--- config.mk ---
export PLATFORM = sky130hd
export DESIGN_NAME = stkspan_ram
export DESIGN_NICKNAME = d
export VERILOG_FILES = /design/src/rtl/stkspan_ram.sv
export SDC_FILE = /design/constraint.sdc
export NUM_CORES = 1
export LEC_CHECK = 0
export ABC_AREA = 1
export BUFFER_PORTS_ARGS = -buffer_cell sky130_fd_sc_hd__buf_2
export CORE_MARGIN = 5
export CORE_UTILIZATION = 40
export DETAILED_ROUTE_END_ITERATION = 10
export GPL_ROUTABILITY_DRIVEN = 0
export PLACE_DENSITY = 0.64
export SYNTH_ARGS = -nofsm -noshare
export SYNTH_HDL_FRONTEND = slang
export SYNTH_SLANG_ARGS = --single-unit
--- constraint.sdc ---
create_clock -name clock -period 3.5 [get_ports clock]
set_input_delay 0.7 -clock clock [delete_from_list [all_inputs] [get_ports clock]]
set_output_delay 0.7 -clock clock [all_outputs]
set_load 0.1 [all_outputs]
--- src/rtl/stkspan_ram.sv ---
// Generic single-write, single-read synchronous RAM with registered read.
// No dependencies.
`default_nettype none

module stkspan_ram #(
   parameter int unsigned WIDTH = 8,
   parameter int unsigned DEPTH = 16
) (
   input  wire logic                     clock,
   input  wire logic                     wr_en,
   input  wire logic [$clog2(DEPTH)-1:0] wr_addr,
   input  wire logic [WIDTH-1:0]         wr_data,
   input  wire logic                     rd_en,
   input  wire logic [$clog2(DEPTH)-1:0] rd_addr,
   output logic      [WIDTH-1:0]         rd_data
);

   logic [WIDTH-1:0] mem [DEPTH];

   always_ff @(posedge clock) begin
      if (wr_en) begin
         mem[wr_addr] <= wr_data;
      end
      if (rd_en) begin
         rd_data <= mem[rd_addr];
      end
   end

endmodule

`default_nettype wire

==> summary.log <==
INFO  yosys          syn_nets=570
INFO  sta            clock.fmax=526MHz
INFO  floorplanning  design.core.area=14400squm
INFO  critical_path  crit_path_cell_trace=buf_2
INFO  pwr            power.switching=837uW
INFO  pwr            leak_pwr=2.83nW
INFO  detailed_routing avgViaCountPerCell=4.91
INFO  yosys          post_synth.cell_area_avg=10.6squm
INFO  cells_and_area layout.cells.most_common=nand2_1
INFO  pwr            vdd_ir_max=0.346mV
INFO  cells_and_area finalInstanceArea=6650squm
INFO  floorplanning  floorplan.rows=44
INFO  sta            layout_min_cycle_time=1.90ns
INFO  grt            global_route.overflow_total=0
INFO  pwr            cell_internal_pwr=3.00mW
INFO  detailed_routing wl_per_cell=16.3um
INFO  pwr            total_power=3.83mW
INFO  grt            antenna_violations_before_repair=0
INFO  sta            post-route-worst-setup-slack=1.60ns
INFO  cells_and_area fillers=1330
INFO  critical_path  critical_path_arrival=1.20ns
INFO  floorplanning  floorplan.die_area=17100squm
INFO  detailed_routing finalWirelength=12600um
INFO  cts            tritoncts.num_buffers=17
INFO  cts            root_buffer=clkbuf_16
INFO  detailed_routing drt-pass1-iter-count=5
INFO  critical_path  critPathTopFamily=buffers and inverters
INFO  detailed_routing route.vias.total=3798
INFO  detailed_routing postRouteAntennaNets=0
INFO  sta            tns=0ns
INFO  sta            min_period_over_period=54.4%
INFO  cells_and_area layout.cells.most_common_list=nand2_1, edfxtp_1, inv_1
INFO  yosys          synth.ff_latch_count=136
INFO  critical_path  crit_path_max_fanout=1
INFO  critical_path  worst_setup_path_end_kind=primary output
INFO  sta            hold_viol_final=0
INFO  cells_and_area final_nets=596
INFO  critical_path  critical_path.startpoint_type=flop
INFO  yosys          synth_warnings=0
INFO  cts            clock_path_buffers=2
INFO  floorplanning  fp.dieH=131um
INFO  cts            ctsResizeCount=0
INFO  pwr            share_comb_of_total_power=6.9%
INFO  placed_design  placement.io_buffers=26
INFO  critical_path  timing.critical_path.slowest_cell_delay=0.44ns
INFO  cells_and_area num_antenna_cells=0
INFO  cells_and_area utilization=46.1%
INFO  cells_and_area fin_cells=773
INFO  cts            tritoncts=done
INFO  yosys          synth-seq-area-share=69.8%
INFO  detailed_routing dr.first_iter.drc_count=413
INFO  grt            grt_pass1_vias=3741
INFO  cts            clkLatencyLatePin=0.41ns
INFO  floorplanning  pin_count=27
INFO  yosys          cell_area_after_technology_mapping=5850squm
INFO  cts            cts.sink_count=136
INFO  sta            setup_repair_after_global_routing_missed_its_margin=no
INFO  pwr            power.share.switching=21.8%
INFO  critical_path  worst_path_required=2.80ns
INFO  pwr            power_density=577nW/um^2
INFO  critical_path  critPathSlowestCell=buf_2
INFO  cts            holdBufCountCts=0
INFO  floorplanning  die_x=131um
INFO  yosys          syn_inst=551
INFO  sta            finalClockSkew=0.00558ns
INFO  placed_design  dp_hpwl=8080um
INFO  status         outcome=finished, final reports clean
INFO  min_path       min_delay_path_class=input pin to flop
INFO  sta            setup_viol=0
INFO  sta            tightest_slew=0.840ns
INFO  pwr            power.share.clock=44.9%
INFO  floorplanning  initial_utilization=40.5%
INFO  cts            worst_setup_hold_path_clk_slew=0.06ns
INFO  placed_design  preCtsSetupSlack=1.22ns
INFO  sta            fin_worst_hold_slack=0.653ns
INFO  placed_design  post_dp_cell_area=6080squm
INFO  cells_and_area syn2layout_area_growth=13.7%
INFO  grt            first_pass_grt_wire_length=20100um
INFO  critical_path  cp.buffers_inverters=1
INFO  cells_and_area post_route_cells_drive_above_1_share=9.85%
INFO  detailed_routing drcViolationCount=0
INFO  grt            grt_max_degree=38
INFO  job            cap_viol_max_count=0
INFO  cts            post-cts-setup-buffer-count=0
INFO  sta            maxSlewViolCount=0
INFO  cts            clock_tree.htree_level_count=4
INFO  pwr            power_frac_seq=48.2%
INFO  critical_path  timing_worst_setup_path_type=flop to primary output
INFO  yosys          synth_cell_type_count=11
INFO  placed_design  dpl.cell_count=742
INFO  sta            max-slew-margin-rel=43.8%
INFO  grt            global_route.usage.total=15.8%
## layer usage
| metal | part of all wire [%] | wire (um) | global-route usage, % |
|---|---|---|---|
| met5 | 0 | 0 | 0 |
| met1 | 44 | 5490 | 21.1 |
| met3 | 6.8 | 854 | 3.82 |
| met4 | 2.3 | 291 | 6.72 |
| met2 | 47 | 5970 | 25.0 |
## Yosys cell counts
| library cell | number | area share [%] |
|---|---|---|
| buf_1 | 1 | 0.064 |
| buf_2 | 13 | 1.1 |
| buf_4 | 4 | 0.51 |
| buf_6 | 6 | 1.2 |
| edfxtp_1 | 136 | 70 |
| inv_1 | 100 | 6.4 |
| inv_2 | 2 | 0.13 |
| nand2_1 | 173 | 11 |
| nand3_1 | 97 | 8.3 |
| nand3b_1 | 2 | 0.26 |
| nor2_1 | 17 | 1.1 |
## layout make-up
cell class	instances	area, sq um	area share [%]
tap	184	230	3.46
clock buffer	20	437	6.57
sequential	136	4080	61.4
inverter	102	383	5.76
timing repair buffer	31	168	2.52
clock inverter	11	131	1.98
multi-input combinational	289	1210	18.3
## cell families after synthesis
family        Yosys count  share of synthesized area, %
flops                 136                          69.8
simple gates          289                          20.8
buf+inv               126                          9.39
## state kept, by name, summed over array words and instances (netlist names)
name,count
mem,128
rd_data,8
## worst paths after layout
kind | from | endpoint | slack, ns | cells past startpoint
max | rd_data[0]$_DFFE_PP_ | rd_data[0] | 1.60 | 1
min | rd_en | rd_data[2]$_DFFE_PP_ | 0.65 | 1
max reg2reg | mem[9][1]$_DFFE_PP_ | rd_data[1]$_DFFE_PP_ | 2.29 | 6
min reg2reg | mem[8][0]$_DFFE_PP_ | rd_data[0]$_DFFE_PP_ | 0.77 | 6
## power by group through the flow
| stage | logic [mW] | registers, mW | clock network, mW |
|---|---|---|---|
| 6_report | 0.266 | 1.85 | 1.72 |
| 5_1_grt | 0.292 | 1.85 | 1.81 |
| 4_1_cts | 0.267 | 1.85 | 1.74 |
| 3_5_place_dp | 0.265 | 1.88 | 0 |
| 3_3_place_gp | 0.261 | 1.88 | 0 |
| 2_1_floorplan | 0.129 | 1.93 | 0 |
## worst register-to-register path: cells and delay by family, from the launching register on
| family | cells | cell delay, ns |
|---|---|---|
| buffers and inverters | 1 | 0.07 |
| flip-flops | 1 | 0.37 |
| AND/OR/NAND/NOR | 5 | 0.53 |
Power figures use the tool's default switching activity.
